`config.mk`:
```
export PLATFORM = sky130hd
export DESIGN_NAME = hdlc_frame_deframer_fcs_check_unit
export DESIGN_NICKNAME = d
export VERILOG_FILES = /design/src/hdl/hfd_pkg.sv /design/src/hdl/hfd_front.sv /design/src/hdl/hfd_cmd_queue.sv /design/src/hdl/hfd_back.sv /design/src/hdl/hdlc_frame_deframer_fcs_check_unit.sv
export SDC_FILE = /design/constraint.sdc
export NUM_CORES = 1
export LEC_CHECK = 0
export BUFFER_PORTS_ARGS = -buffer_cell sky130_fd_sc_hd__buf_2
export CAP_MARGIN = 20
export CORE_ASPECT_RATIO = 0.9
export CORE_MARGIN = 1.5
export CORE_UTILIZATION = 40
export DETAILED_ROUTE_END_ITERATION = 8
export MAX_ROUTING_LAYER = met4
export SLEW_MARGIN = 20
export SYNTH_ARGS = -nofsm -noshare
export SYNTH_HDL_FRONTEND = slang
export SYNTH_HIERARCHICAL = 1
export SYNTH_SLANG_ARGS = --single-unit
```
`constraint.sdc`:
```
create_clock -name clk_i -period 3.45 [get_ports clk_i]
set_clock_uncertainty 0.15 [all_clocks]
set_input_delay 0.345 -clock clk_i [delete_from_list [all_inputs] [get_ports clk_i]]
set_output_delay 0.345 -clock clk_i [all_outputs]
set_load 0.005 [all_outputs]
```
`src/hdl/hfd_pkg.sv`:
```
// Shared types, constants and the CRC-16 byte function of the HDLC deframer.
package hfd_pkg;

  // Width of the frame byte counter.
  localparam int unsigned LenW = 16;

  // Line codes and CRC polynomial.
  localparam logic [7:0]  FlagByte    = 8'h7E;
  localparam logic [7:0]  EscByte     = 8'h7D;
  localparam logic [7:0]  EscMask     = 8'h20;
  localparam logic [15:0] CrcPoly     = 16'h1021;
  localparam logic [15:0] FcsInitRst  = 16'hFFFF;
  localparam logic [15:0] MaxLenRst   = 16'd1024;
  localparam logic [7:0]  MinLenRst   = 8'd4;
  localparam logic [LenW-1:0] MinLenFloor = LenW'(4);
  localparam logic [LenW-1:0] AddrCtlLen  = LenW'(2);

  // Queue between the front and the back part.
  localparam int unsigned CmdDepth = 4;
  localparam int unsigned CmdPtrW  = $clog2(CmdDepth);
  localparam int unsigned CmdCntW  = $clog2(CmdDepth + 1);

  // Result queue at the output of the back part.
  localparam int unsigned ResDepth = 2;
  localparam int unsigned ResPtrW  = $clog2(ResDepth);
  localparam int unsigned ResCntW  = $clog2(ResDepth + 1);

  // Configuration register indexes.
  typedef enum logic [1:0] {
    REG_FCS_INIT = 2'd0,
    REG_MAX_LEN  = 2'd1,
    REG_MIN_LEN  = 2'd2
  } reg_index_e;

  // Classified command from the front part.
  typedef enum logic [2:0] {
    CMD_OPEN  = 3'b001,
    CMD_CLOSE = 3'b010,
    CMD_DATA  = 3'b100
  } cmd_kind_e;

  typedef enum logic [1:0] {
    ST_GOOD     = 2'd0,
    ST_FCS_ERR  = 2'd1,
    ST_OVERFLOW = 2'd2,
    ST_SHORT    = 2'd3
  } frame_status_e;

  typedef struct packed {
    cmd_kind_e  kind;
    logic [7:0] data;
  } cmd_t;

  typedef struct packed {
    logic [15:0] fcs_init;
    logic [15:0] max_frame_len;
    logic [7:0]  min_frame_len;
  } cfg_t;

  typedef struct packed {
    logic          is_end;
    logic [7:0]    data_byte;
    logic [15:0]   byte_offset;
    frame_status_e frame_status;
    logic [15:0]   info_len;
  } result_t;

  // One byte through the CRC-16, MSB first, not reflected.
  function automatic logic [15:0] crc_byte(input logic [15:0] crc, input logic [7:0] b);
    logic [15:0] c;
    c = crc ^ {b, 8'h00};
    for (int k = 0; k < 8; k++) begin
      if (c[15]) begin
        c = {c[14:0], 1'b0} ^ CrcPoly;
      end else begin
        c = {c[14:0], 1'b0};
      end
    end
    return c;
  endfunction

endpackage

```
`src/hdl/hfd_front.sv`:
```
// Front part: tracks frame entry and escapes, and classifies each line byte.
module hfd_front (
  input  logic          clk_i,
  input  logic          rst_ni,
  input  logic          accept_i,
  input  logic [7:0]    rx_byte_i,
  output logic          cmd_valid_o,
  output hfd_pkg::cmd_t cmd_o
);

  logic inside_q, inside_d;
  logic esc_q, esc_d;

  // Classify the accepted byte and update the escape and frame state.
  always_comb begin
    inside_d    = inside_q;
    esc_d       = esc_q;
    cmd_valid_o = 1'b0;
    cmd_o.kind  = hfd_pkg::CMD_DATA;
    cmd_o.data  = rx_byte_i;
    if (accept_i) begin
      if (rx_byte_i == hfd_pkg::FlagByte) begin
        // A flag always clears a pending escape; it opens or closes a frame.
        esc_d       = 1'b0;
        inside_d    = 1'b1;
        cmd_valid_o = 1'b1;
        cmd_o.kind  = inside_q ? hfd_pkg::CMD_CLOSE : hfd_pkg::CMD_OPEN;
      end else if (inside_q) begin
        if (rx_byte_i == hfd_pkg::EscByte) begin
          esc_d = 1'b1;
        end else begin
          esc_d       = 1'b0;
          cmd_valid_o = 1'b1;
          cmd_o.data  = esc_q ? (rx_byte_i ^ hfd_pkg::EscMask) : rx_byte_i;
        end
      end
    end
  end

  always_ff @(posedge clk_i or negedge rst_ni) begin
    if (!rst_ni) begin
      inside_q <= 1'b0;
      esc_q    <= 1'b0;
    end else begin
      inside_q <= inside_d;
      esc_q    <= esc_d;
    end
  end

endmodule

```
`src/hdl/hfd_cmd_queue.sv`:
```
// Short command queue between the front and the back part.
module hfd_cmd_queue (
  input  logic          clk_i,
  input  logic          rst_ni,
  input  logic          wr_en_i,
  input  hfd_pkg::cmd_t wr_data_i,
  output logic          full_o,
  output logic          rd_valid_o,
  input  logic          rd_en_i,
  output hfd_pkg::cmd_t rd_data_o
);

  hfd_pkg::cmd_t                 mem_q [hfd_pkg::CmdDepth];
  logic [hfd_pkg::CmdPtrW-1:0]   wr_ptr_q, rd_ptr_q;
  logic [hfd_pkg::CmdCntW-1:0]   cnt_q;
  logic                          do_wr, do_rd;

  assign full_o     = (cnt_q == hfd_pkg::CmdCntW'(hfd_pkg::CmdDepth));
  assign rd_valid_o = (cnt_q != '0);
  assign rd_data_o  = mem_q[rd_ptr_q];
  assign do_wr      = wr_en_i && !full_o;
  assign do_rd      = rd_en_i && rd_valid_o;

  // Storage holds payload only.
  always_ff @(posedge clk_i) begin
    if (do_wr) begin
      mem_q[wr_ptr_q] <= wr_data_i;
    end
  end

  // Pointers and fill count.
  always_ff @(posedge clk_i or negedge rst_ni) begin
    if (!rst_ni) begin
      wr_ptr_q <= '0;
      rd_ptr_q <= '0;
      cnt_q    <= '0;
    end else begin
      if (do_wr) begin
        wr_ptr_q <= wr_ptr_q + 1'b1;
      end
      if (do_rd) begin
        rd_ptr_q <= rd_ptr_q + 1'b1;
      end
      if (do_wr && !do_rd) begin
        cnt_q <= cnt_q + 1'b1;
      end else if (do_rd && !do_wr) begin
        cnt_q <= cnt_q - 1'b1;
      end
    end
  end

endmodule

```
`src/hdl/hfd_back.sv`:
```
// Back part: delay line, CRC, length checks and the result queue.
module hfd_back (
  input  logic             clk_i,
  input  logic             rst_ni,
  input  hfd_pkg::cfg_t    cfg_i,
  input  logic             cmd_valid_i,
  input  hfd_pkg::cmd_t    cmd_i,
  output logic             cmd_pop_o,
  output logic             res_empty_o,
  input  logic             res_pop_i,
  output hfd_pkg::result_t res_o
);

  logic [hfd_pkg::LenW-1:0] count_q, count_d;
  logic [15:0]              crc_q, crc_d;
  logic [7:0]               dly0_q, dly0_d, dly1_q, dly1_d;
  logic                     ovf_q, ovf_d;

  hfd_pkg::result_t             res_mem_q [hfd_pkg::ResDepth];
  logic [hfd_pkg::ResPtrW-1:0]  res_wr_q, res_rd_q;
  logic [hfd_pkg::ResCntW-1:0]  res_cnt_q;

  hfd_pkg::result_t res_new;
  logic             emit;
  logic             advance;
  logic             res_take;
  logic             res_room;

  assign res_empty_o = (res_cnt_q == '0);
  assign res_take    = res_pop_i && !res_empty_o;
  assign res_room    = (res_cnt_q != hfd_pkg::ResCntW'(hfd_pkg::ResDepth)) || res_take;
  assign advance     = cmd_valid_i && res_room;
  assign cmd_pop_o   = advance;
  assign res_o       = res_mem_q[res_rd_q];

  // Execute the head command: data byte, frame close or frame open.
  always_comb begin
    count_d = count_q;
    crc_d   = crc_q;
    dly0_d  = dly0_q;
    dly1_d  = dly1_q;
    ovf_d   = ovf_q;
    emit    = 1'b0;
    res_new = '0;
    if (advance) begin
      case (cmd_i.kind)
        hfd_pkg::CMD_DATA: begin
          if (!ovf_q) begin
            if (count_q >= hfd_pkg::LenW'(cfg_i.max_frame_len)) begin
              ovf_d = 1'b1;
            end else begin
              if (count_q >= hfd_pkg::AddrCtlLen) begin
                // The oldest delayed byte leaves as a data word.
                crc_d               = hfd_pkg::crc_byte(crc_q, dly0_q);
                emit                = 1'b1;
                res_new.data_byte   = dly0_q;
                res_new.byte_offset = 16'(count_q - hfd_pkg::AddrCtlLen);
              end
              dly0_d  = dly1_q;
              dly1_d  = cmd_i.data;
              count_d = count_q + 1'b1;
            end
          end
        end
        hfd_pkg::CMD_CLOSE: begin
          emit           = 1'b1;
          res_new.is_end = 1'b1;
          if (ovf_q) begin
            res_new.frame_status = hfd_pkg::ST_OVERFLOW;
          end else if ((count_q < hfd_pkg::LenW'(cfg_i.min_frame_len)) ||
                       (count_q < hfd_pkg::MinLenFloor)) begin
            res_new.frame_status = hfd_pkg::ST_SHORT;
          end else if ({dly0_q, dly1_q} == crc_q) begin
            res_new.frame_status = hfd_pkg::ST_GOOD;
            res_new.info_len     = 16'(count_q - hfd_pkg::MinLenFloor);
          end else begin
            res_new.frame_status = hfd_pkg::ST_FCS_ERR;
          end
          count_d = '0;
          crc_d   = cfg_i.fcs_init;
          dly0_d  = '0;
          dly1_d  = '0;
          ovf_d   = 1'b0;
        end
        hfd_pkg::CMD_OPEN: begin
          count_d = '0;
          crc_d   = cfg_i.fcs_init;
          dly0_d  = '0;
          dly1_d  = '0;
          ovf_d   = 1'b0;
        end
        default: begin
          count_d = count_q;
        end
      endcase
    end
  end

  // Frame state.
  always_ff @(posedge clk_i or negedge rst_ni) begin
    if (!rst_ni) begin
      count_q <= '0;
      crc_q   <= hfd_pkg::FcsInitRst;
      dly0_q  <= '0;
      dly1_q  <= '0;
      ovf_q   <= 1'b0;
    end else begin
      count_q <= count_d;
      crc_q   <= crc_d;
      dly0_q  <= dly0_d;
      dly1_q  <= dly1_d;
      ovf_q   <= ovf_d;
    end
  end

  // Result queue storage.
  always_ff @(posedge clk_i) begin
    if (emit) begin
      res_mem_q[res_wr_q] <= res_new;
    end
  end

  // Result queue pointers and fill count.
  always_ff @(posedge clk_i or negedge rst_ni) begin
    if (!rst_ni) begin
      res_wr_q  <= '0;
      res_rd_q  <= '0;
      res_cnt_q <= '0;
    end else begin
      if (emit) begin
        res_wr_q <= res_wr_q + 1'b1;
      end
      if (res_take) begin
        res_rd_q <= res_rd_q + 1'b1;
      end
      if (emit && !res_take) begin
        res_cnt_q <= res_cnt_q + 1'b1;
      end else if (res_take && !emit) begin
        res_cnt_q <= res_cnt_q - 1'b1;
      end
    end
  end

endmodule

```
`src/hdl/hdlc_frame_deframer_fcs_check_unit.sv`:
```
// Top level of the HDLC deframer with CRC-16 frame check.
//
//   Channel   Handshake                  Payload
//   input     push / full                rx_byte_i
//   result    empty / pop                is_end_o, data_byte_o, byte_offset_o,
//                                        frame_status_o, info_len_o
//   config    cfg_valid_i / cfg_ready_o  cfg_index_i, cfg_data_i
//
// One byte per cycle is sustained while full stays low. A byte is classified in
// its accept cycle and written into the command queue; the back executes it from
// the queue head once the result queue has room and queues its result word.
// Reset clears frame, escape and queue state and loads the register defaults.
// The command queue holds four words and the result queue two, so pop stalls
// reach push only after both fill. Configuration writes are always ready.
module hdlc_frame_deframer_fcs_check_unit (
  input  logic        clk_i,
  input  logic        rst_ni,
  input  logic        push,
  output logic        full,
  input  logic [7:0]  rx_byte_i,
  output logic        empty,
  input  logic        pop,
  output logic        is_end_o,
  output logic [7:0]  data_byte_o,
  output logic [15:0] byte_offset_o,
  output logic [1:0]  frame_status_o,
  output logic [15:0] info_len_o,
  input  logic        cfg_valid_i,
  output logic        cfg_ready_o,
  input  logic [1:0]  cfg_index_i,
  input  logic [15:0] cfg_data_i
);

  hfd_pkg::cfg_t    cfg_q;
  hfd_pkg::cmd_t    fr_cmd, q_cmd;
  hfd_pkg::result_t res;
  logic             fr_valid, q_valid, q_pop, accept;

  assign cfg_ready_o = 1'b1;
  assign accept      = push && !full;

  // Configuration registers.
  always_ff @(posedge clk_i or negedge rst_ni) begin
    if (!rst_ni) begin
      cfg_q.fcs_init      <= hfd_pkg::FcsInitRst;
      cfg_q.max_frame_len <= hfd_pkg::MaxLenRst;
      cfg_q.min_frame_len <= hfd_pkg::MinLenRst;
    end else if (cfg_valid_i) begin
      case (hfd_pkg::reg_index_e'(cfg_index_i))
        hfd_pkg::REG_FCS_INIT: cfg_q.fcs_init      <= cfg_data_i;
        hfd_pkg::REG_MAX_LEN:  cfg_q.max_frame_len <= cfg_data_i;
        hfd_pkg::REG_MIN_LEN:  cfg_q.min_frame_len <= cfg_data_i[7:0];
        default: begin
          cfg_q <= cfg_q;
        end
      endcase
    end
  end

  hfd_front u_front (
    .clk_i       (clk_i),
    .rst_ni      (rst_ni),
    .accept_i    (accept),
    .rx_byte_i   (rx_byte_i),
    .cmd_valid_o (fr_valid),
    .cmd_o       (fr_cmd)
  );

  hfd_cmd_queue u_cmd_queue (
    .clk_i      (clk_i),
    .rst_ni     (rst_ni),
    .wr_en_i    (fr_valid),
    .wr_data_i  (fr_cmd),
    .full_o     (full),
    .rd_valid_o (q_valid),
    .rd_en_i    (q_pop),
    .rd_data_o  (q_cmd)
  );

  hfd_back u_back (
    .clk_i       (clk_i),
    .rst_ni      (rst_ni),
    .cfg_i       (cfg_q),
    .cmd_valid_i (q_valid),
    .cmd_i       (q_cmd),
    .cmd_pop_o   (q_pop),
    .res_empty_o (empty),
    .res_pop_i   (pop),
    .res_o       (res)
  );

  assign is_end_o       = res.is_end;
  assign data_byte_o    = res.data_byte;
  assign byte_offset_o  = res.byte_offset;
  assign frame_status_o = res.frame_status;
  assign info_len_o     = res.info_len;

endmodule

```
# Word-level counts from Yosys, hierarchy flattened
# Memories as Yosys holds them, arrays and structs flattened.
# Index checks and enable logic that the tools add are counted.
[classes]
n_addsub = 11
order_cmp = 4
reduce_logical = 33
bitwise_logic = 10
mux = 99
n_eq_ne = 13
[ops]
columns = ["operator", "n"]
rows = [
  ["2-to-1 mux 16 bit", 43],
  ["2-to-1 mux 13 bit", 8],
  ["2-to-1 mux 24 bit", 4],
  ["case mux 16 bit (2 select lines)", 2],
  ["2-to-1 mux 43 bit", 1],
  ["2-to-1 mux 8 bit", 4],
  ["case mux 8 bit (2 select lines)", 2],
  ["2-to-1 mux 6 bit", 4],
  ["NOT 3 bit", 8],
  ["2-to-1 mux 1 bit", 19],
  ["2-to-1 mux 18 bit", 1],
  ["adder 16 x 1 -> 16 bit, second input constant", 1],
  ["equality test 16 bit", 1],
  ["equality test 8 x 7 -> 1 bit, second input constant", 2],
  ["greater-or-equal comparator 16 bit", 1],
  ["greater-or-equal comparator 16 x 2 -> 1 bit, second input constant", 1],
  ["< comparator 16 x 3 -> 1 bit, second input constant", 1],
  ["< comparator 16 x 8 -> 1 bit", 1],
  ["subtractor 16 x 2 -> 16 bit, second input constant", 1],
  ["subtractor 16 x 3 -> 16 bit, second input constant", 1],
  ["XOR 16 bit", 1],
  ["AND reduction 2 bit", 6],
  ["2-to-1 mux 11 bit", 1],
  ["2-to-1 mux 2 bit", 5],
  ["other kinds (24)", 51],
]
[word_totals]
output_inout_bits = 46
in_bits = 31
register_bits = 102
ram_bits = 130
elab_cells = 188
mem_count = 2
[mem_list]
columns = ["memory", "words", "width", "read_ports", "rd_ports_with_merged_regs", "wr", "line", "source"]
rows = [
  ["u_back.res_mem_q", 2, 43, 1, 0, 1, "hfd_back.sv:19", "hfd_pkg::result_t res_mem_q [hfd_pkg::ResDepth];"],
  ["u_cmd_queue.mem_q", 4, 11, 1, 0, 1, "hfd_cmd_queue.sv:13", "hfd_pkg::cmd_t mem_q [hfd_pkg::CmdDepth];"],
]

# Depth between registers and ports, before layout
[depth]
word_depth = 56
mapped_depth = 13
ltp_nobuf = 11

# Cells and area by module
# The synthesis kept the hierarchy.
[by_module_without_submodules]
columns = ["mod", "seq_area_each_um2", "cells_each", "area_each_um2", "n_inst"]
rows = [
  ["hfd_back", 3928.8, 685, 7721.2, 1],
  ["hfd_cmd_queue", 1496.4, 92, 2055.7, 1],
  ["hdlc_frame_deframer_fcs_check_unit", 1023.5, 88, 1551.5, 1],
  ["hfd_front", 50.0, 34, 269.0, 1],
]

# Least setup slack after synthesis
# Ideal clock, no wire load.
[synth_timing]
kind = "flip-flop to flip-flop"
start = "register u_cmd_queue/rd_ptr_q[0] in the netlist's numbering"
end = "memory u_back/res_mem_q[0][0] in the netlist's numbering (enable)"
setup_ns = 0.385
path_buffers = 3
t_required_ns = 2.915
t_arrival_ns = 3.252
setup_slack_ns = -0.337
period_less_slack_ns = 3.787
path_stages_with_launch = 10
cell_sequence = "dfrtp_1 -> buf_6 -> mux4_1 -> nor2_1 -> nand4b_4 -> a211o_1 -> buf_2 -> nor4_1 -> buf_2 -> o21ba_2"
[synth_rtl]
columns = ["item", "line", "source"]
rows = [
  ["start: declaration", "hfd_cmd_queue.sv:14", "logic [hfd_pkg::CmdPtrW-1:0] wr_ptr_q, rd_ptr_q;"],
  ["start signal: assignment", "hfd_cmd_queue.sv:42", "rd_ptr_q <= rd_ptr_q + 1'b1;"],
  ["end: declaration", "hfd_back.sv:19", ""],
]

==> impl_metrics.json <==
{
  "status": "completed",
  "clkPwrFrac_pct": 21.3,
  "viasPerCell": 5.32,
  "power_leakage_nw": 5.48,
  "num_rows": 58,
  "cts_setup_buffers": 0,
  "core_area_um2": 28200,
  "p_sw_share_pct": 36.0,
  "maxSlewHeadroom_pct": 38.3,
  "synth_top_family_by_area": "multiplexers",
  "syn_nets": 967,
  "final_nets": 1075,
  "yosysMostFrequentCell": "edfxtp_1",
  "power.switching_mw": 4.29,
  "post-place-ws_ns": 0.169,
  "avgSynthCellArea_um2": 12.9,
  "min_period_over_period_pct": 94.5,
  "areaGrowthSynthToFinish_pct": 16.3,
  "synth.top_cells.by_count": "edfxtp_1 (130), mux2_2 (84), dfrtp_1 (68)",
  "register_area_um2": 6500,
  "slew_viol_final": 0,
  "gp_congestion": 0.844,
  "yosys_most_used_dff": "edfxtp_1",
  "grt_usage_pct": 18.2,
  "startpoint": "u_cmd_queue/rd_ptr_q[0]",
  "synth_area_leaders": "edfxtp_1 (34%), dfrtp_1 (15%), mux2_2 (8.2%), dfstp_2 (7.7%), ha_1 (3.9%)",
  "crit-reg2reg-launch": "u_cmd_queue/rd_ptr_q[0]",
  "p_comb_share_pct": 43.1,
  "syn_area_um2": 11600,
  "synth-edff-count": 130,
  "drc_errors": 0,
  "cts_tree": "built",
  "fin_cells": 1383,
  "drt_iter0_drc": 476,
  "hold_viol_final": 0,
  "synth_top_area_share_pct": 33.7,
  "cp-end-kind": "register",
  "yosys_warnings": 6,
  "antenna-diode-count": 0,
  "fin_crit_ns": 3.26,
  "timing.fmax_mhz": 307,
  "ctsHoldBuffers": 24,
  "io_pins": 77,
  "seq_area_frac_synth_pct": 56.0,
  "grt_pass1_vias": 7238,
  "path_max_fanout": 5,
  "port_buffers": 75,
  "path_class": "register to register",
  "start_util_pct": 41.1,
  "synth-xor-area-share_pct": 5.14,
  "crit_required_ns": 3.69,
  "antenna_found_initial": 0,
  "multi_input_area_um2": 4650,
  "drt-total-wl_um": 26100,
  "cts.sinks": 232,
  "final_antenna_net_count": 0,
  "synth-async-reset-ratio_pct": 44.0,
  "drive_above_1_share_pct": 30.6,
  "hold_start": "pop",
  "synthCells": 899,
  "synthSimpleGateAreaFrac_pct": 12.0,
  "power.density_nw_per_um2": 884,
  "rsz0062_at_grt": "false",
  "overflow": 0,
  "dp_hpwl_um": 18400,
  "intPower_mw": 7.64,
  "synth_top_area_cell": "edfxtp_1",
  "setup_viol": 0,
  "cts_resized": 0,
  "clock_path_buffers": 3,
  "cap_violations": 0,
  "synth_seq_cells": 232,
  "cts_root_buffer": "clkbuf_16",
  "synth_compound_area_share_pct": 5.96,
  "pwr-share-seq_pct": 35.6,
  "drtPass1Iterations": 5,
  "irDropWorstVdd_uv": 729,
  "die_h_um": 165,
  "grt_max_degree": 67,
  "post-place-cells": 1316,
  "wl_per_cell_um": 18.8,
  "final.setup.tns_ns": 0,
  "h-tree-depth": 1,
  "cp.arrival_ns": 3.50,
  "post_synth_fa_ha_maj_area_fraction_pct": 4.06,
  "nFillCells": 2558,
  "worst_pin_slew_ns": 0.925,
  "setup_slack_ns": 0.189,
  "crit_path_start_kind": "register",
  "die_area_um2": 30000,
  "fp.dieW_um": 182,
  "hp-class": "input pin to register",
  "grt_pass1_wl_um": 41500,
  "cts_made_buffers": 25,
  "clock_latency_ns": 0.51,
  "clk_pin_slew_worst_paths_ns": 0.06,
  "num_vias": 7359,
  "synth_cell_types": 73,
  "muxShareOfSynthArea_pct": 12.6
}
-- flip-flops by register name, indices dropped and copies added, names as in the netlist, 2 cells and up --
register,count
u_back/res_mem_q,86
u_cmd_queue/rd_ptr_q,2
u_back/dly0_q,8
u_back/crc_q,16
cfg_q,40
u_back/count_q,16
u_back/dly1_q,8
u_back/res_cnt_q,2
u_cmd_queue/mem_q,44
u_cmd_queue/wr_ptr_q,2
u_cmd_queue/cnt_q,3
-- cell type report --
type	instances	share of cell area [%]
sequential	232	48.2
multi-input combinational	566	34.4
timing repair buffer	140	7.14
clock buffer	37	5.35
tap	360	3.34
inverter	42	1.17
clock inverter	6	0.380
-- cell families after synthesis --
family	after synthesis
xor+xnor	68
mux	118
flops	232
simple gates	250
compound gates	92
other cells	1
buf+inv	101
fa+ha+maj	37
-- critical path, stage by stage, from the launching register on --
cell	delay [ns]
dfrtp_1	0.47
mux4_1	0.65
nor2_1	0.21
nand4b_4	0.16
a211o_1	0.36
or4_1	0.54
nand2b_1	0.10
ha_1	0.16
xor2_1	0.15
nor2_1	0.06
xor2_1	0.14
-- metal layers --
metal | track usage [%] | up-vias | share of wire (%)
met5 | - | - | 0
met4 | 4.28 | 0 | 2.2
met3 | 2.54 | 37 | 4.8
met2 | 27.2 | 192 | 44
met1 | 26.2 | 3629 | 49
li1 | - | 3501 | -
-- power groups by stage --
stage	Sequential, mW	Combinational [mW]	Clock, mW
after floorplan	4.13	3.78	0
after global placement	4.28	5.12	0
after detailed placement	4.30	5.14	0
after CTS	4.25	5.18	2.61
after global routing	4.32	5.67	2.72
final	4.25	5.15	2.54
-- placed cells by master, fill, tap and decap left out, types with 4 or more instances in the layout --
master	synthesis	final
mux4_1	8	8
o311ai_0	8	8
ha_1	36	36
buf_2	11	74
mux2i_1	22	22
o21ai_0	7	7
clkbuf_1	26	8
buf_4	9	39
or2_2	13	13
nand2b_1	7	7
nand2_1	55	55
dfrtp_1	68	67
xor2_1	31	31
nor2_1	57	57
nor4_1	33	31
xnor2_1	37	37
nand3_1	9	9
and2_2	4	4
and4_1	4	4
o31ai_1	11	10
inv_1	42	42
dfstp_2	34	34
mux2_2	84	84
nand4_1	11	11
a21oi_1	12	12
edfxtp_1	130	130
and3_1	5	5
nor4_2	2	4
clkbuf_16	0	26
a22oi_1	8	8
and2_1	15	15
nor3_1	8	8
dlygate4sd3_1	0	24
o22ai_1	5	5
a211oi_1	16	16
-- per-stage QoR --
stage	hold slack (ns)	util, %	area [µm²]	total power [mW]
2_1_floorplan	-0.101	-	11600	7.91
3_3_place_gp	0.334	44.2	12500	9.40
3_5_place_dp	0.338	44.2	12500	9.44
4_1_cts	0.0522	47.8	13500	12.0
5_1_grt	0.0784	47.8	13500	12.7
6_report	0.0777	47.8	13500	11.9
-- path summary, 6_finish.rpt --
path                                        end  slack (ns)  depth (start not counted)
min in group asynchronous         u_front/esc_q        0.34                          2
max in group asynchronous      u_back/crc_q[13]        1.86                          3
max                         u_back/res_cnt_q[1]        0.19                         10
min reg2reg                u_cmd_queue/cnt_q[2]        0.35                          1
min                             u_back/res_rd_q        0.08                          3
max reg2reg                 u_back/res_cnt_q[1]        0.19                         10
(Power assumes the default switching activity.)
